### config.mk
export PLATFORM = sky130hd
export DESIGN_NAME = psc_sched_flat
export DESIGN_NICKNAME = d
export VERILOG_FILES = /design/src/design/priority_schedule_calculator_unit_assert.svh /design/src/design/psc_pkg.sv /design/src/design/psc_res_if.sv /design/src/design/psc_sched.sv /design/src/flat_wrapper.sv
export SDC_FILE = /design/constraint.sdc
export NUM_CORES = 1
export LEC_CHECK = 0
export ABC_AREA = 1
export BUFFER_PORTS_ARGS = -buffer_cell sky130_fd_sc_hd__clkbuf_2
export CAP_MARGIN = 20
export CORE_ASPECT_RATIO = 0.8
export CORE_MARGIN = 2
export CORE_UTILIZATION = 55
export CTS_CLUSTER_SIZE = 10
export DETAILED_ROUTE_END_ITERATION = 12
export PLACE_DENSITY_LB_ADDON = 0.05
export SYNTH_ARGS = -nofsm -noshare
export SYNTH_HDL_FRONTEND = slang
export SYNTH_SLANG_ARGS = --single-unit
### constraint.sdc
create_clock -name clk -period 7.5 [get_ports clk]
set_input_delay 1.125 -clock clk [delete_from_list [all_inputs] [get_ports clk]]
set_output_delay 1.125 -clock clk [all_outputs]
set_load 0.01 [all_outputs]
### src/design/priority_schedule_calculator_unit_assert.svh
// assertion macros for the top design file
`ifndef PRIORITY_SCHEDULE_CALCULATOR_UNIT_ASSERT_SVH
`define PRIORITY_SCHEDULE_CALCULATOR_UNIT_ASSERT_SVH

// same-cycle implication, checked outside reset
`define PSC_ASSERT_NOW(lbl, ante, cons, msg) \
	lbl: assert property (@(posedge clk) disable iff (!arst_n) (ante) |-> (cons)) \
		else $error(msg);

// next-cycle implication, checked outside reset
`define PSC_ASSERT_NEXT(lbl, ante, cons, msg) \
	lbl: assert property (@(posedge clk) disable iff (!arst_n) (ante) |=> (cons)) \
		else $error(msg);

`endif

### src/design/psc_pkg.sv
`default_nettype none
package psc_pkg;

	localparam int unsigned MAX_PROCS = 64;
	localparam int unsigned CNT_W     = $clog2(MAX_PROCS + 1);
	localparam int unsigned TIME_W    = 16;
	localparam int unsigned PRIO_W    = 8;
	localparam int unsigned CLK_W     = 24;
	localparam int unsigned SUM_W     = 32;
	localparam int unsigned COUNT_W   = 7;

	typedef struct packed {
		logic [PRIO_W-1:0] prio;
		logic [TIME_W-1:0] burst;
		logic [TIME_W-1:0] arr;
		logic [TIME_W-1:0] id;
	} proc_rec_t;

	typedef struct packed {
		logic load;
		logic pop;
	} chain_ctl_t;

	typedef struct packed {
		logic             pop;
		logic             final_pop;
		logic [CNT_W-1:0] n;
	} pop_ctl_t;

	typedef enum logic [1:0] {
		ST_LOAD = 2'b01,
		ST_EMIT = 2'b10
	} psc_state_t;

	// strict order: priority, then arrival
	function automatic logic goes_before(proc_rec_t x, proc_rec_t y);
		return {x.prio, x.arr} < {y.prio, y.arr};
	endfunction

endpackage
`default_nettype wire

### src/design/psc_res_if.sv
`default_nettype none
interface psc_res_if;
	logic                        valid;
	logic                        ready;
	logic [psc_pkg::TIME_W-1:0]  out_proc_id;
	logic [psc_pkg::CLK_W-1:0]   start_time;
	logic [psc_pkg::CLK_W-1:0]   waiting_time;
	logic [psc_pkg::CLK_W-1:0]   turnaround_time;
	logic [psc_pkg::SUM_W-1:0]   total_waiting;
	logic [psc_pkg::SUM_W-1:0]   total_turnaround;
	logic [psc_pkg::COUNT_W-1:0] proc_count;
	logic                        final_res;

	modport source (
		output valid, out_proc_id, start_time, waiting_time, turnaround_time,
			total_waiting, total_turnaround, proc_count, final_res,
		input  ready
	);
	modport sink (
		input  valid, out_proc_id, start_time, waiting_time, turnaround_time,
			total_waiting, total_turnaround, proc_count, final_res,
		output ready
	);
endinterface
`default_nettype wire

### src/design/psc_sched.sv
`default_nettype none
module psc_sched (
	input  logic                clk,
	input  logic                arst_n,
	input  psc_pkg::pop_ctl_t   ctl,
	input  psc_pkg::proc_rec_t  head,
	output logic                adv,
	psc_res_if.source           res
);
	import psc_pkg::*;

	logic [CLK_W-1:0]   clock_q;
	logic               vld_s1;
	logic [TIME_W-1:0]  id_s1;
	logic [CLK_W-1:0]   start_s1;
	logic [CLK_W-1:0]   wt_s1;
	logic [CLK_W-1:0]   tt_s1;
	logic [CNT_W-1:0]   n_s1;
	logic               fin_s1;
	logic [SUM_W-1:0]   wsum_q;
	logic [SUM_W-1:0]   tsum_q;
	logic               res_vld_q;
	logic [TIME_W-1:0]  id_q;
	logic [CLK_W-1:0]   start_q;
	logic [CLK_W-1:0]   wt_q;
	logic [CLK_W-1:0]   tt_q;
	logic [SUM_W-1:0]   wtot_q;
	logic [SUM_W-1:0]   ttot_q;
	logic [COUNT_W-1:0] cnt_q;
	logic               final_q;

	logic [CLK_W:0]     diff;
	logic               idle_gap;
	logic [CLK_W-1:0]   start_c;
	logic [CLK_W-1:0]   wt_c;
	logic [CLK_W-1:0]   fin_c;
	logic [CLK_W-1:0]   tt_c;
	logic [SUM_W-1:0]   wsum_nx;
	logic [SUM_W-1:0]   tsum_nx;

	assign adv = !res_vld_q || res.ready;

	// clock idles forward when it is behind the arrival
	assign diff     = {1'b0, clock_q} - (CLK_W + 1)'(head.arr);
	assign idle_gap = diff[CLK_W];
	assign start_c  = idle_gap ? CLK_W'(head.arr) : clock_q;
	assign wt_c     = idle_gap ? '0 : diff[CLK_W-1:0];
	assign fin_c    = start_c + CLK_W'(head.burst);
	assign tt_c     = wt_c + CLK_W'(head.burst);

	assign wsum_nx = wsum_q + SUM_W'(wt_s1);
	assign tsum_nx = tsum_q + SUM_W'(tt_s1);

	always_ff @(posedge clk or negedge arst_n) begin
		if (!arst_n) begin
			clock_q   <= '0;
			vld_s1    <= 1'b0;
			wsum_q    <= '0;
			tsum_q    <= '0;
			res_vld_q <= 1'b0;
		end else if (adv) begin
			vld_s1    <= ctl.pop;
			res_vld_q <= vld_s1;
			if (ctl.pop) begin
				clock_q <= ctl.final_pop ? '0 : fin_c;
			end
			if (vld_s1) begin
				wsum_q <= fin_s1 ? '0 : wsum_nx;
				tsum_q <= fin_s1 ? '0 : tsum_nx;
			end
		end
	end

	always_ff @(posedge clk) begin
		if (adv && ctl.pop) begin
			id_s1    <= head.id;
			start_s1 <= start_c;
			wt_s1    <= wt_c;
			tt_s1    <= tt_c;
			n_s1     <= ctl.n;
			fin_s1   <= ctl.final_pop;
		end
		if (adv && vld_s1) begin
			id_q    <= id_s1;
			start_q <= start_s1;
			wt_q    <= wt_s1;
			tt_q    <= tt_s1;
			wtot_q  <= wsum_nx;
			ttot_q  <= tsum_nx;
			cnt_q   <= COUNT_W'(n_s1);
			final_q <= fin_s1;
		end
	end

	assign res.valid            = res_vld_q;
	assign res.out_proc_id      = id_q;
	assign res.start_time       = start_q;
	assign res.waiting_time     = wt_q;
	assign res.turnaround_time  = tt_q;
	assign res.total_waiting    = wtot_q;
	assign res.total_turnaround = ttot_q;
	assign res.proc_count       = cnt_q;
	assign res.final_res        = final_q;
endmodule
`default_nettype wire

### src/flat_wrapper.sv
// flat-port wrapper written by rule: the top's interface ports become plain ports
module psc_sched_flat import psc_pkg::*;
  (clk, arst_n, ctl, head, adv, res_valid, res_out_proc_id, res_start_time, res_waiting_time, res_turnaround_time, res_total_waiting, res_total_turnaround, res_proc_count, res_final_res, res_ready);
  psc_res_if res_i ();
  input  logic clk;
  input  logic arst_n;
  input  psc_pkg::pop_ctl_t ctl;
  input  psc_pkg::proc_rec_t head;
  output logic adv;
  output wire logic [$bits(res_i.valid)-1:0] res_valid;
  output wire logic [$bits(res_i.out_proc_id)-1:0] res_out_proc_id;
  output wire logic [$bits(res_i.start_time)-1:0] res_start_time;
  output wire logic [$bits(res_i.waiting_time)-1:0] res_waiting_time;
  output wire logic [$bits(res_i.turnaround_time)-1:0] res_turnaround_time;
  output wire logic [$bits(res_i.total_waiting)-1:0] res_total_waiting;
  output wire logic [$bits(res_i.total_turnaround)-1:0] res_total_turnaround;
  output wire logic [$bits(res_i.proc_count)-1:0] res_proc_count;
  output wire logic [$bits(res_i.final_res)-1:0] res_final_res;
  input wire logic [$bits(res_i.ready)-1:0] res_ready;
  assign res_valid = res_i.valid;
  assign res_out_proc_id = res_i.out_proc_id;
  assign res_start_time = res_i.start_time;
  assign res_waiting_time = res_i.waiting_time;
  assign res_turnaround_time = res_i.turnaround_time;
  assign res_total_waiting = res_i.total_waiting;
  assign res_total_turnaround = res_i.total_turnaround;
  assign res_proc_count = res_i.proc_count;
  assign res_final_res = res_i.final_res;
  assign res_i.ready = res_ready;
  psc_sched u_core (.clk(clk), .arst_n(arst_n), .ctl(ctl), .head(head), .adv(adv), .res(res_i));
endmodule
==> results.ini <==
[status]
outcome = finished, final reports clean

[yosys]
synth_async_sr_flop_share = 0.2601
yosys.area.top_type_share = 0.4305
yosys_warnings = 0
synth_area_leaders = edfxtp_1 (43%), dfrtp_1 (13%), nand2_1 (8.9%), ha_1 (6.9%), inv_1 (3.9%)
yosysSeqAreaShare = 0.5566
yosys.area.top_type = edfxtp_1
avgSynthCellArea_sq_um = 9.867
netlist_instances = 1810
synth-edff-count = 256
syn-num-nets = 1982
syn_area_sq_mm = 0.01786
synth.distinct_cells = 51
ys.flop_type = edfxtp_1
ys_ff_latch = 346

[finish]
synthToLayoutAreaGrowth_pct = 15.60
layout.nets = 2223
layout_common_cells = nand2_1 (425), edfxtp_1 (256), clkbuf_2 (220)
num_antenna_cells = 0
layout_commonest_cell = nand2_1
drive_above_1_share = 0.1565

[timing]
relSlewSlack = 0.3475
setup_viol = 0
worst_pin_slew_ns = 0.9787
timing.fmax_mhz = 198.0
rsz0062_at_grt = no
hold_ws_ns = 0.4096
finalSetupTns_ns = 0
hold_viol = 0
timing.final.crit_share = 0.6736
fin_worst_skew_ns = 0.02198
fin_crit_ns = 5.052
finalMaxSlewViolations = 0

[setup_path]
rr_worst_depth = 26
cpMostUsedCell = nand2_1
criticalPathCategory = input port to flop
cp_max_fo = 41
cp_top_family = simple AND/OR/NAND/NOR gates
setup.worst_path.end_class = flop
cp.arrival_ns = 5.45
startpoint_type = input port
crit_required_ns = 7.90
slowest_stage = fa_1
critical_path_depth = 26
cp_slowest_stage_delay_ns = 0.44
path_buf_inv = 5

[power]
p_switching_mw = 3.826
power_density_mw_per_mm2 = 445.4
switching_share = 0.4161
leakage_nw = 9.441
clockPowerShare = 0.199
intPower_mw = 5.369
max-vdd-ir-drop_v = 0.0002810
combPwrFrac = 0.452
seq_power_share = 0.350

[placed_design]
gp_congestion = 0.9454
portBuffers = 221
place_hpwl_um = 34590

[die]
io_pins = 230
rows = 58
die_area_sq_mm = 0.03394
dieWidth_um = 205.5
initial_core_util = 0.5631
core_sq_mm = 0.03171
die_y_um = 165.2

[worst_hold_path]
holdPathStages = 0
hp-class = flop to flop

[grt]
antenna_found_initial = 0
grt_pass1_vias = 13089
track_usage = 0.2748
grt_max_degree = 76
grt_first_pass_wirelength_um = 71160
grt-ovfl-total = 0

[clock_tree]
clock_sinks = 346
holdBufCountCts = 0
cts_buffer_depth = 3
root_buffer = clkbuf_16
post_cts_resized = 0
clk_pin_slew_worst_paths_ns = 0.05
clk_latency_ns = 0.55
cts_inserted_buffers = 41
htree_levels = 2
cts_setup_buffers = 0
cts_tree = done

[detailed_routing]
routed-via-count = 13730
first_iter_violations = 984
drc = 0
wl_per_cell_um = 18.42
routed_via_density = 5.485
first_pass_iters = 6
drt_wl_total_um = 46110
ant_nets = 0

[run]
cap_violations = 0

==> synthesized netlist by cell type, types with 3 or more instances <==
| cell | count |
|---|---|
| a21oi_1 | 106 |
| nand3b_1 | 6 |
| a21o_1 | 11 |
| buf_2 | 11 |
| nand3_2 | 3 |
| and2_1 | 14 |
| o21a_1 | 3 |
| edfxtp_1 | 256 |
| nor2_1 | 134 |
| inv_1 | 186 |
| o22ai_1 | 3 |
| xor2_1 | 60 |
| or2_2 | 3 |
| xnor2_1 | 20 |
| clkbuf_1 | 19 |
| a22o_1 | 33 |
| o21bai_1 | 10 |
| fa_1 | 5 |
| nand4_1 | 20 |
| dfrtp_1 | 90 |
| ha_1 | 99 |
| nand3_1 | 87 |
| or2_1 | 3 |
| o31ai_1 | 5 |
| nor2_2 | 11 |
| nand2_2 | 11 |
| inv_2 | 5 |
| o21ai_0 | 105 |
| o21ai_1 | 14 |
| inv_4 | 3 |
| nor2_4 | 3 |
| a21boi_0 | 5 |
| nand2_1 | 425 |
| nor3_1 | 20 |
| nor4_1 | 3 |
==> layout make-up <==
type / instances / area [sq um]
tap: 420 / 525.5
clock buffer: 71 / 1201
clock inverter: 4 / 21.27
sequential: 346 / 9940
fill: 2564 / 11070
timing repair buffer: 230 / 1176
multi-input combinational: 1238 / 7043
inverter: 194 / 738.2
==> worst paths after layout <==
| check | from | to | slack (ns) |
|---|---|---|---|
| max in group asynchronous | arst_n | u_core.wsum_q[11] | 5.71 |
| max reg2reg | u_core.clock_q[0] | u_core.clock_q[18] | 2.66 |
| max | head[16] | u_core.clock_q[18] | 2.45 |
| min reg2reg | u_core.start_s1[20] | u_core.res.start_time[20] | 0.41 |
| min in group asynchronous | arst_n | u_core.tsum_q[7] | 0.58 |
| min | u_core.start_s1[20] | u_core.res.start_time[20] | 0.41 |
==> power by group through the flow <==
| stage | clock, mW | sequential [mW] | combinational (mW) |
|---|---|---|---|
| after detailed placement | 0 | 3.24 | 4.10 |
| after floorplan | 0 | 3.24 | 2.82 |
| after global placement | 0 | 3.23 | 4.04 |
| after global routing | 1.93 | 3.26 | 4.65 |
| final | 1.83 | 3.21 | 4.15 |
| after CTS | 1.86 | 3.21 | 4.12 |
==> per-stage QoR <==
stage          power, mW  utilization  cell area, sq um  setup slack [ns]  cells
6_report           9.195       0.6510             20640             2.448   2503
5_1_grt            9.843       0.6510             20640             2.070   2503
4_1_cts            9.193       0.6510             20640             2.475   2503
3_5_place_dp       7.341       0.6124             19420             1.909   2428
3_3_place_gp       7.269       0.6124             19420             1.984   2428
2_1_floorplan      6.059            -             17860            0.7365   1810
==> flip-flops by register name, summed over array words and instances (netlist names), 7 cells and up <==
name                         flops
u_core.n_s1                      7
u_core.start_s1                 24
u_core.id_s1                    16
u_core.res.start_time           24
u_core.clock_q                  24
u_core.res.out_proc_id          16
u_core.tt_s1                    24
u_core.res.proc_count            7
u_core.res.turnaround_time      24
u_core.res.total_waiting        32
u_core.res.waiting_time         24
u_core.wt_s1                    24
u_core.res.total_turnaround     32
u_core.tsum_q                   32
u_core.wsum_q                   32
==> cell families after synthesis <==
kind of cell    Yosys count  synth area share
simple gates            749            0.1799
flops                   346            0.5566
compound gates          305           0.09956
buf+inv                 226           0.04974
fa+ha+maj               104           0.07497
xor+xnor                 80           0.03923
==> metal layers <==
| layer | part of all wire | GRT usage | vias up |
|---|---|---|---|
| met4 | 0.023 | 0.07750 | 0 |
| met2 | 0.43 | 0.4141 | 507 |
| met1 | 0.47 | 0.4107 | 6486 |
| met3 | 0.071 | 0.04690 | 69 |
| met5 | 0 | 0 | - |
| li1 | - | - | 6668 |
Power figures use the tool's default switching activity.
