$ cat src/design/priority_schedule_calculator_unit_assert.svh
// assertion macros for the top design file
`ifndef PRIORITY_SCHEDULE_CALCULATOR_UNIT_ASSERT_SVH
`define PRIORITY_SCHEDULE_CALCULATOR_UNIT_ASSERT_SVH

// same-cycle implication, checked outside reset
`define PSC_ASSERT_NOW(lbl, ante, cons, msg) \
	lbl: assert property (@(posedge clk) disable iff (!arst_n) (ante) |-> (cons)) \
		else $error(msg);

// next-cycle implication, checked outside reset
`define PSC_ASSERT_NEXT(lbl, ante, cons, msg) \
	lbl: assert property (@(posedge clk) disable iff (!arst_n) (ante) |=> (cons)) \
		else $error(msg);

`endif

$ cat src/design/psc_pkg.sv
`default_nettype none
package psc_pkg;

	localparam int unsigned MAX_PROCS = 64;
	localparam int unsigned CNT_W     = $clog2(MAX_PROCS + 1);
	localparam int unsigned TIME_W    = 16;
	localparam int unsigned PRIO_W    = 8;
	localparam int unsigned CLK_W     = 24;
	localparam int unsigned SUM_W     = 32;
	localparam int unsigned COUNT_W   = 7;

	typedef struct packed {
		logic [PRIO_W-1:0] prio;
		logic [TIME_W-1:0] burst;
		logic [TIME_W-1:0] arr;
		logic [TIME_W-1:0] id;
	} proc_rec_t;

	typedef struct packed {
		logic load;
		logic pop;
	} chain_ctl_t;

	typedef struct packed {
		logic             pop;
		logic             final_pop;
		logic [CNT_W-1:0] n;
	} pop_ctl_t;

	typedef enum logic [1:0] {
		ST_LOAD = 2'b01,
		ST_EMIT = 2'b10
	} psc_state_t;

	// strict order: priority, then arrival
	function automatic logic goes_before(proc_rec_t x, proc_rec_t y);
		return {x.prio, x.arr} < {y.prio, y.arr};
	endfunction

endpackage
`default_nettype wire

$ cat src/design/psc_cell.sv
`default_nettype none
module psc_cell (
	input  logic                  clk,
	input  psc_pkg::chain_ctl_t   ctl,
	input  psc_pkg::proc_rec_t    new_rec,
	input  logic                  occupied,
	input  logic                  prev_ins,
	input  psc_pkg::proc_rec_t    prev_rec,
	input  psc_pkg::proc_rec_t    next_rec,
	output logic                  ins,
	output psc_pkg::proc_rec_t    rec
);
	import psc_pkg::*;

	proc_rec_t rec_q;

	// empty cells always take the insertion point
	assign ins = !occupied || goes_before(new_rec, rec_q);
	assign rec = rec_q;

	always_ff @(posedge clk) begin
		priority if (ctl.load) begin
			priority if (prev_ins) begin
				rec_q <= prev_rec;
			end else if (ins) begin
				rec_q <= new_rec;
			end else begin
				rec_q <= rec_q;
			end
		end else if (ctl.pop) begin
			rec_q <= next_rec;
		end else begin
			rec_q <= rec_q;
		end
	end
endmodule
`default_nettype wire

$ cat config.mk
export PLATFORM = sky130hd
export DESIGN_NAME = psc_cell
export DESIGN_NICKNAME = d
export VERILOG_FILES = /design/src/design/priority_schedule_calculator_unit_assert.svh /design/src/design/psc_pkg.sv /design/src/design/psc_cell.sv
export SDC_FILE = /design/constraint.sdc
export NUM_CORES = 1
export LEC_CHECK = 0
export ABC_CLOCK_PERIOD_IN_PS = 3940
export BUFFER_PORTS_ARGS = -buffer_cell sky130_fd_sc_hd__buf_2
export CAP_MARGIN = 15
export CORE_AREA = 2 2 98 100
export CTS_CLUSTER_DIAMETER = 80
export DETAILED_ROUTE_END_ITERATION = 10
export DIE_AREA = 0 0 100 102
export PLACE_DENSITY = 0.74
export SYNTH_ARGS = -nofsm -noshare
export SYNTH_HDL_FRONTEND = slang
export SYNTH_SLANG_ARGS = --single-unit
$ cat constraint.sdc
create_clock -name clk -period 3.94 [get_ports clk]
set_input_delay 0.788 -clock clk [delete_from_list [all_inputs] [get_ports clk]]
set_output_delay 0.788 -clock clk [all_outputs]
set_load 0.01 [all_outputs]
==> results of run 1 <==
## layout by cell type, fill, tap and decap left out, drive strengths merged
master / instances
a21o: 3
a221oi: 1
inv: 23
a31oi: 1
nand2b: 2
nand3: 3
a21oi: 65
bufinv: 1
nor2: 56
o32a: 1
o21ai: 3
nor3: 2
nor2b: 1
edfxtp: 56
buf: 232
ha: 23
nor4: 1
nand4: 5
mux2i: 56
nand2: 7
clkbuf: 5
## path summary, 6_finish.rpt
check | from | to | slack, ns | cells past startpoint
hold / removal | next_rec[14] | rec[14]$_DFFE_PP_ | 0.80 | 3
setup reg to reg | rec[22]$_DFFE_PP_ | rec[31]$_DFFE_PP_ | 1.13 | 9
hold reg to reg | rec[55]$_DFFE_PP_ | rec[21]$_DFFE_PP_ | 1.71 | 7
setup / recovery | new_rec[22] | ins | 0.75 | 9
## final cells by class
cell class	count	area, µm²	share of cell area
flip-flops and latches	56	1680	0.354
clock buffers	5	68.8	0.0145
inverters	23	86.3	0.0182
multi-input cells	230	1570	0.330
repair buffers	232	1170	0.247
clock inverters	1	30.0	0.00633
well taps	111	139	0.0293
## kinds of logic after synthesis
logic type,count (synthesis),synth area share
AND/OR/NAND/NOR,77,0.0967
AO/OA/AOI/OAI,74,0.114
adder cells (fa/ha/maj),23,0.0842
multiplexers,56,0.164
buffers and inverters,43,0.0494
flip-flops,56,0.492
## power by group through the flow
stage | Combinational (mW) | Clock, mW | Sequential [mW]
detailed placement | 0.396 | 0 | 0.764
floorplan | 0.173 | 0 | 0.797
finish | 0.390 | 0.358 | 0.750
global placement | 0.383 | 0 | 0.761
global route | 0.436 | 0.387 | 0.757
CTS | 0.397 | 0.373 | 0.750
## stage by stage
stage / instance area (µm²) / utilization
after floorplan: 3420 / -
after global placement: 4650 / 0.510
after detailed placement: 4650 / 0.510
after CTS: 4750 / 0.521
after global routing: 4750 / 0.521
final: 4750 / 0.521
## critical path, stage by stage
cell,delay (ns)
sky130_fd_sc_hd__buf_2,0.11
sky130_fd_sc_hd__ha_1,0.30
sky130_fd_sc_hd__a21o_1,0.18
sky130_fd_sc_hd__a21o_1,0.17
sky130_fd_sc_hd__a221oi_1,0.30
sky130_fd_sc_hd__nand2_1,0.09
sky130_fd_sc_hd__nor3_1,0.22
sky130_fd_sc_hd__nand2b_1,0.14
sky130_fd_sc_hd__buf_2,0.13
## layer usage
| metal | global-route usage | up-vias |
|---|---|---|
| li1 | - | 1625 |
| met2 | 0.333 | 127 |
| met5 | 0 | - |
| met3 | 0.0369 | 14 |
| met4 | 0.0558 | 0 |
| met1 | 0.200 | 1438 |
## cell usage after synthesis
cell / count
sky130_fd_sc_hd__nand3_1: 3
sky130_fd_sc_hd__inv_1: 23
sky130_fd_sc_hd__nand2_1: 7
sky130_fd_sc_hd__o21ai_0: 3
sky130_fd_sc_hd__a21o_1: 3
sky130_fd_sc_hd__nand4_1: 4
sky130_fd_sc_hd__nand4_2: 1
sky130_fd_sc_hd__a21oi_1: 65
sky130_fd_sc_hd__mux2i_1: 56
sky130_fd_sc_hd__nor4_2: 1
sky130_fd_sc_hd__buf_2: 6
sky130_fd_sc_hd__nor3_1: 2
sky130_fd_sc_hd__a221oi_1: 1
sky130_fd_sc_hd__a31oi_1: 1
sky130_fd_sc_hd__clkbuf_1: 14
sky130_fd_sc_hd__o32a_1: 1
sky130_fd_sc_hd__ha_1: 23
sky130_fd_sc_hd__edfxtp_1: 56
sky130_fd_sc_hd__nor2b_1: 1
sky130_fd_sc_hd__nor2_1: 56
sky130_fd_sc_hd__nand2b_1: 2
==> qor_table.md, run 1 <==
| Parameter | Reported | Unit |
|---|---|---|
| Detailed-route DRC error count | 0 | - |
| Post-placement worst setup slack | 0.624 | ns |
| Length of routed met3 wiring | 602 | µm |
| Total routing resource utilization after global routing | 0.176 | - |
| Largest buffer count on any clock path | 2 | - |
| Post-CTS resize count | 0 | - |
| Worst setup margin | 0.745 | ns |
| Layout cells sized above 1 | 0.441 | - |
| Clock network power share | 0.239 | - |
| Die boundary width | 100 | µm |
| Setup repair after global routing missed its margin | no | - |
| Die Ht | 102 | µm |
| Boundary Pins | 230 | - |
| Number of global-route vias before repair | 3108 | - |
| # diodes | 0 | - |
| Maximum resistive drop on vdd | 0.167 | mV |
| Arr. time, crit path | 2.41 | ns |
| Initial core utilization | 0.375 | - |
| Worst skew pair latency | 0.30 | ns |
| Antenna violations before repair | 0 | - |
| Slew Limit Headroom | 0.516 | - |
| Achievable frequency | 0.313 | GHz |
| CTS sink cnt | 56 | - |
| Post-route setup TNS | 0 | ns |
| Met2 WL post-DR | 4810 | µm |
| DP Wirelength | 7530 | µm |
| Top routing layer in use | met4 | - |
| Non-filler instance count after layout | 658 | - |
| CTS H-Tree Depth | 2 | - |
| Final slew viol count | 0 | - |
| Fillers | 869 | - |
| Fin crit period | 3.19 | ns |
| Count of max-cap constraint violations | 0 | - |
| Crit Path Class | in -> out | - |
| Buffers on Ports | 229 | - |
| Wire length of the first global-routing pass | 14300 | µm |
| CTS Hold Buffers Added | 0 | - |
| Sequential cell fraction of total power | 0.501 | - |
| Clock root cell | sky130_fd_sc_hd__clkbuf_8 | - |
| Seq/Total Area, Yosys | 0.492 | - |
| Final estimated routing congestion in global placement | 0.855 | - |
| Startpoint Class | primary input | - |
| Path type of the worst min-delay path | in -> reg | - |
| Area growth syn-to-layout | 38.9 | % |
| Total number of vias | 3204 | - |
| Drt first-iter violations | 57 | - |
| Synth top area cells | sky130_fd_sc_hd__edfxtp_1, sky130_fd_sc_hd__mux2i_1, sky130_fd_sc_hd__a21oi_1 | - |
| Maximum fanout count along the critical path | 2 | - |
| Slew at the pin with the worst max-slew slack | 0.725 | ns |
| Mapped Area | 0.00342 | mm² |
| Share of total power in combinational logic | 0.260 | - |
| Synthesized netlist net count | 525 | - |
| Cell area power density | 315 | mW/mm² |
| Most area-hungry cell type in the Yosys netlist | sky130_fd_sc_hd__edfxtp_1 | - |
| Synth Area per Inst | 10.4 | µm² |
| Number of cells produced by synthesis | 329 | - |
| Internal Power | 1.10 | mW |
| Total die area | 0.0102 | mm² |
| Number of cells in the design after placement | 652 | - |
| Floorplan Core Area | 0.00911 | mm² |
| Vias/cell | 4.87 | - |
| Net switching power figure | 0.401 | mW |
| Length of routed wiring on met1 | 3770 | µm |
| Period utilization | 0.811 | - |
| Final routed wirelength across all metal layers | 9340 | µm |
| Final hold slack | 0.802 | ns |
| Residual antenna-violating net count after detailed routing | 0 | - |
| Post CTS Setup Buffer Count | 0 | - |
| DRT Pass-1 Iters | 4 | - |
| Synth Warn # | 0 | - |
| Overall power | 1.50 | mW |
| Unique masters post-synth | 21 | - |
| Number of buffers created by CTS | 5 | - |
| Leakage power | 2.42 | nW |
| Hold violation total from the final report | 0 | - |
| Number of flip-flops under the largest register name | 56 | - |
| Total number of placement rows | 35 | - |
| Area share of the largest cell type after synthesis | 0.492 | - |
| Required arrival time at the worst endpoint | 3.15 | ns |
| Pin count of the biggest net entering global routing | 65 | - |
| Run status | complete, no violations | - |
| Clock tree from TritonCTS | done | - |
| Proportion of total power due to net switching | 0.268 | - |
| Total global routing overflow | 0 | - |
| Routed wirelength normalized by instance count | 14.2 | µm |
| Final setup violation count | 0 | - |
| Category of the worst setup path capture point | primary output | - |
| Worst Clk Skew | 0.00941 | ns |
| Clock slew at the register clock pins of the worst setup and hold paths | 0.10 | ns |
| Count of nets after finishing | 744 | - |
| Number of flip-flops and latches in the synthesized netlist | 56 | - |
(Power assumes the default switching activity.)
==> inputs of run 2 (changes only) <==
--- a/config.mk
+++ b/config.mk
@@ -5,7 +5,7 @@
 export SDC_FILE = /design/constraint.sdc
 export NUM_CORES = 1
 export LEC_CHECK = 0
-export ABC_CLOCK_PERIOD_IN_PS = 3940
+export ABC_CLOCK_PERIOD_IN_PS = 2600
 export BUFFER_PORTS_ARGS = -buffer_cell sky130_fd_sc_hd__buf_2
 export CAP_MARGIN = 15
 export CORE_AREA = 2 2 98 100
==> constraint.sdc (replaced) <==
create_clock -name clk -period 2.6 [get_ports clk]
set_input_delay 0.52 -clock clk [delete_from_list [all_inputs] [get_ports clk]]
set_output_delay 0.52 -clock clk [all_outputs]
set_load 0.01 [all_outputs]
==> qor_table.md, run 2 (synthesized netlist as in run 1, its figures left out) <==
| Parameter | Reported | Unit | Change |
|---|---|---|---|
| Maximum fanout count along the critical path | 2 | - | unchanged |
| Crit Path Class | reg -> out | - |  |
| M2 GR Usage | 0.365 | - | +0.0322 |
| Met3 usage in global routing | 0.0390 | - | +0.00205 |
| Number of buffers created by CTS | 5 | - | unchanged |
| Number of flip-flops under the largest register name | 56 | - | unchanged |
| Die boundary width | 100 | µm | unchanged |
| Total die area | 0.0102 | mm² | unchanged |
| Post-placement worst setup slack | -0.128 | ns | -0.752 ns |
| Path type of the worst min-delay path | in -> reg | - |  |
| Area growth syn-to-layout | 50.3 | % |  |
| Required arrival time at the worst endpoint | 2.08 | ns | -1.07 ns |
| Startpoint Class | register | - |  |
| Arr. time, crit path | 2.16 | ns | -0.25 ns |
| Boundary Pins | 230 | - | unchanged |
| Final slew viol count | 0 | - | unchanged |
| Final estimated routing congestion in global placement | 0.815 | - | -4.7% |
| Post-route setup TNS | -0.0808 | ns | -0.0808 ns |
| Detailed-route DRC error count | 0 | - | unchanged |
| Cell area power density | 468 | mW/mm² | +48% |
| Violations in the final reports | negative setup slack | - |  |
| Total global routing overflow | 0 | - | unchanged |
| Antenna violations before repair | 0 | - | unchanged |
| Period utilization | 1.03 | - |  |
| Die Ht | 102 | µm | unchanged |
| Maximum resistive drop on vdd | 0.238 | mV | +43% |
| DRT Pass-1 Iters | 4 | - | unchanged |
| CTS H-Tree Depth | 2 | - | unchanged |
| Layout cells sized above 1 | 0.497 | - | +0.0568 |
| Largest buffer count on any clock path | 2 | - | unchanged |
| Vias/cell | 4.90 | - | +0.68% |
| Layer carrying the most global-route usage | met2 | - |  |
| Buffers on Ports | 229 | - | unchanged |
| Total routing resource utilization after global routing | 0.191 | - | +0.0149 |
| Worst setup margin | -0.0808 | ns | -0.826 ns |
| Wire length of the first global-routing pass | 15500 | µm | +8.2% |
| Number of cells in the design after placement | 664 | - | +1.8% |
| DP Wirelength | 7810 | µm | +3.7% |
| Drt first-iter violations | 56 | - | -1.8% |
| Category of the worst setup path capture point | primary output | - |  |
| Fin crit period | 2.68 | ns |  |
| Clock slew at the register clock pins of the worst setup and hold paths | 0.11 | ns | about the same |
| CTS Hold Buffers Added | 0 | - | unchanged |
| Worst skew pair latency | 0.31 | ns | about the same |
| Commonest non-fill, non-tap cell in the layout | sky130_fd_sc_hd__buf_2 | - |  |
| Leakage power | 2.54 | nW | +4.7% |
| Initial core utilization | 0.375 | - | unchanged |
| Source of the critical timing path | rec[30]$_DFFE_PP_ | - |  |
| # diodes | 0 | - | unchanged |
| Achievable frequency | 0.373 | GHz |  |
| Clock tree from TritonCTS | done | - |  |
| Count of nets after finishing | 762 | - | +2.4% |
| Total number of placement rows | 35 | - | unchanged |
| Hold violation total from the final report | 0 | - | unchanged |
| Count of max-cap constraint violations | 0 | - | unchanged |
| Met1 Usage GRT | 0.215 | - | +0.0148 |
| Pin count of the biggest net entering global routing | 54 | - | -17% |
| Startpoint of the worst register-to-register path | rec[30]$_DFFE_PP_ | - |  |
| Non-filler instance count after layout | 678 | - | +3.0% |
| Final setup violation count | 1 | - | +1 |
| Residual antenna-violating net count after detailed routing | 0 | - | unchanged |
| CTS sink cnt | 56 | - | unchanged |
| Slew at the pin with the worst max-slew slack | 0.531 | ns | -0.194 ns |
| Slew Limit Headroom | 0.646 | - | +0.129 |
| Final routed wirelength across all metal layers | 9850 | µm | +5.5% |
| Worst Clk Skew | 0.0112 | ns | +0.00180 ns |
| Number of global-route vias before repair | 3371 | - | +8.5% |
| Routed wirelength normalized by instance count | 14.5 | µm | +2.4% |
| Leading cell types in the layout, fill and taps excluded | sky130_fd_sc_hd__buf_2, sky130_fd_sc_hd__a21oi_1, sky130_fd_sc_hd__mux2i_1, sky130_fd_sc_hd__nor2_1, sky130_fd_sc_hd__edfxtp_1 | - |  |
| Floorplan Core Area | 0.00911 | mm² | unchanged |
| Total number of vias | 3324 | - | +3.7% |
| Run status | finished with violations | - |  |
| Fillers | 824 | - | -5.2% |
| Startpoint of the lowest-slack hold path | next_rec[18] | - |  |
| Clock root cell | sky130_fd_sc_hd__clkbuf_8 | - |  |
| Setup repair after global routing missed its margin | yes | - |  |
run 2: cell types whose count changed in the layout (fill, tap and decap cells not counted), moves of 3 or more:
cell	change
sky130_fd_sc_hd__buf_4	+15
sky130_fd_sc_hd__ha_1	-13
sky130_fd_sc_hd__ha_4	+13
sky130_fd_sc_hd__inv_1	-6
sky130_fd_sc_hd__inv_2	+6
sky130_fd_sc_hd__buf_12	+3
run 2: final timing paths:
kind / to / slack (ns) / cells after the start
max: ins / -0.08 / 9
min: rec[18]$_DFFE_PP_ / 0.52 / 3
max reg2reg: rec[0]$_DFFE_PP_ / 0.12 / 10
min reg2reg: rec[25]$_DFFE_PP_ / 1.58 / 8
run 2: repair_timing:
action / 4_1_cts / 5_1_grt
setup endpoints to repair: 1 / 16
pin swaps: 9 / 1
endpoints found under the hold margin: 0 / 0
buffers inserted: 6 / 0
resized for setup: 22 / 2
run 2: layer usage:
| layer | wire length [µm] | part of all wire |
|---|---|---|
| met1 | 3930 | 0.40 |
| met5 | 0 | 0 |
| met2 | 5200 | 0.53 |
| met3 | 574 | 0.058 |
| met4 | 148 | 0.015 |
run 2: cell type report:
type	instances	area (µm²)	area share
clock buffer	5	68.8	0.0134
inverter	23	86.3	0.0168
sequential	56	1680	0.327
clock inverter	3	37.5	0.00731
timing repair buffer	250	1350	0.262
multi-input combinational	230	1780	0.346
tap	111	139	0.0270
run 2: stage by stage:
stage / util / area (µm²) / total power [mW] / hold slack (ns)
floorplan: - / 3430 / 1.47 / 0.746
CTS: 0.564 / 5130 / 2.42 / 0.514
global placement: 0.526 / 4790 / 1.77 / 0.837
finish: 0.564 / 5140 / 2.40 / 0.521
detailed placement: 0.526 / 4790 / 1.80 / 0.843
global route: 0.564 / 5140 / 2.54 / 0.507
run 2: worst max-delay path, stage by stage, from the launching register on:
cell and delay (ns):
sky130_fd_sc_hd__edfxtp_1 0.37, sky130_fd_sc_hd__inv_1 0.08, sky130_fd_sc_hd__ha_4 0.27, sky130_fd_sc_hd__nand4_1 0.17
sky130_fd_sc_hd__nor4_4 0.31, sky130_fd_sc_hd__nand4_1 0.15, sky130_fd_sc_hd__a21oi_2 0.15, sky130_fd_sc_hd__nor3_2 0.07
sky130_fd_sc_hd__nand2b_1 0.15, sky130_fd_sc_hd__buf_2 0.14
run 2: report_power, final:
group | internal [mW] | switching [mW]
Sequential | 1.11 | 0.0326
Combinational | 0.348 | 0.350
Clock | 0.281 | 0.285
Total | 1.74 | 0.668
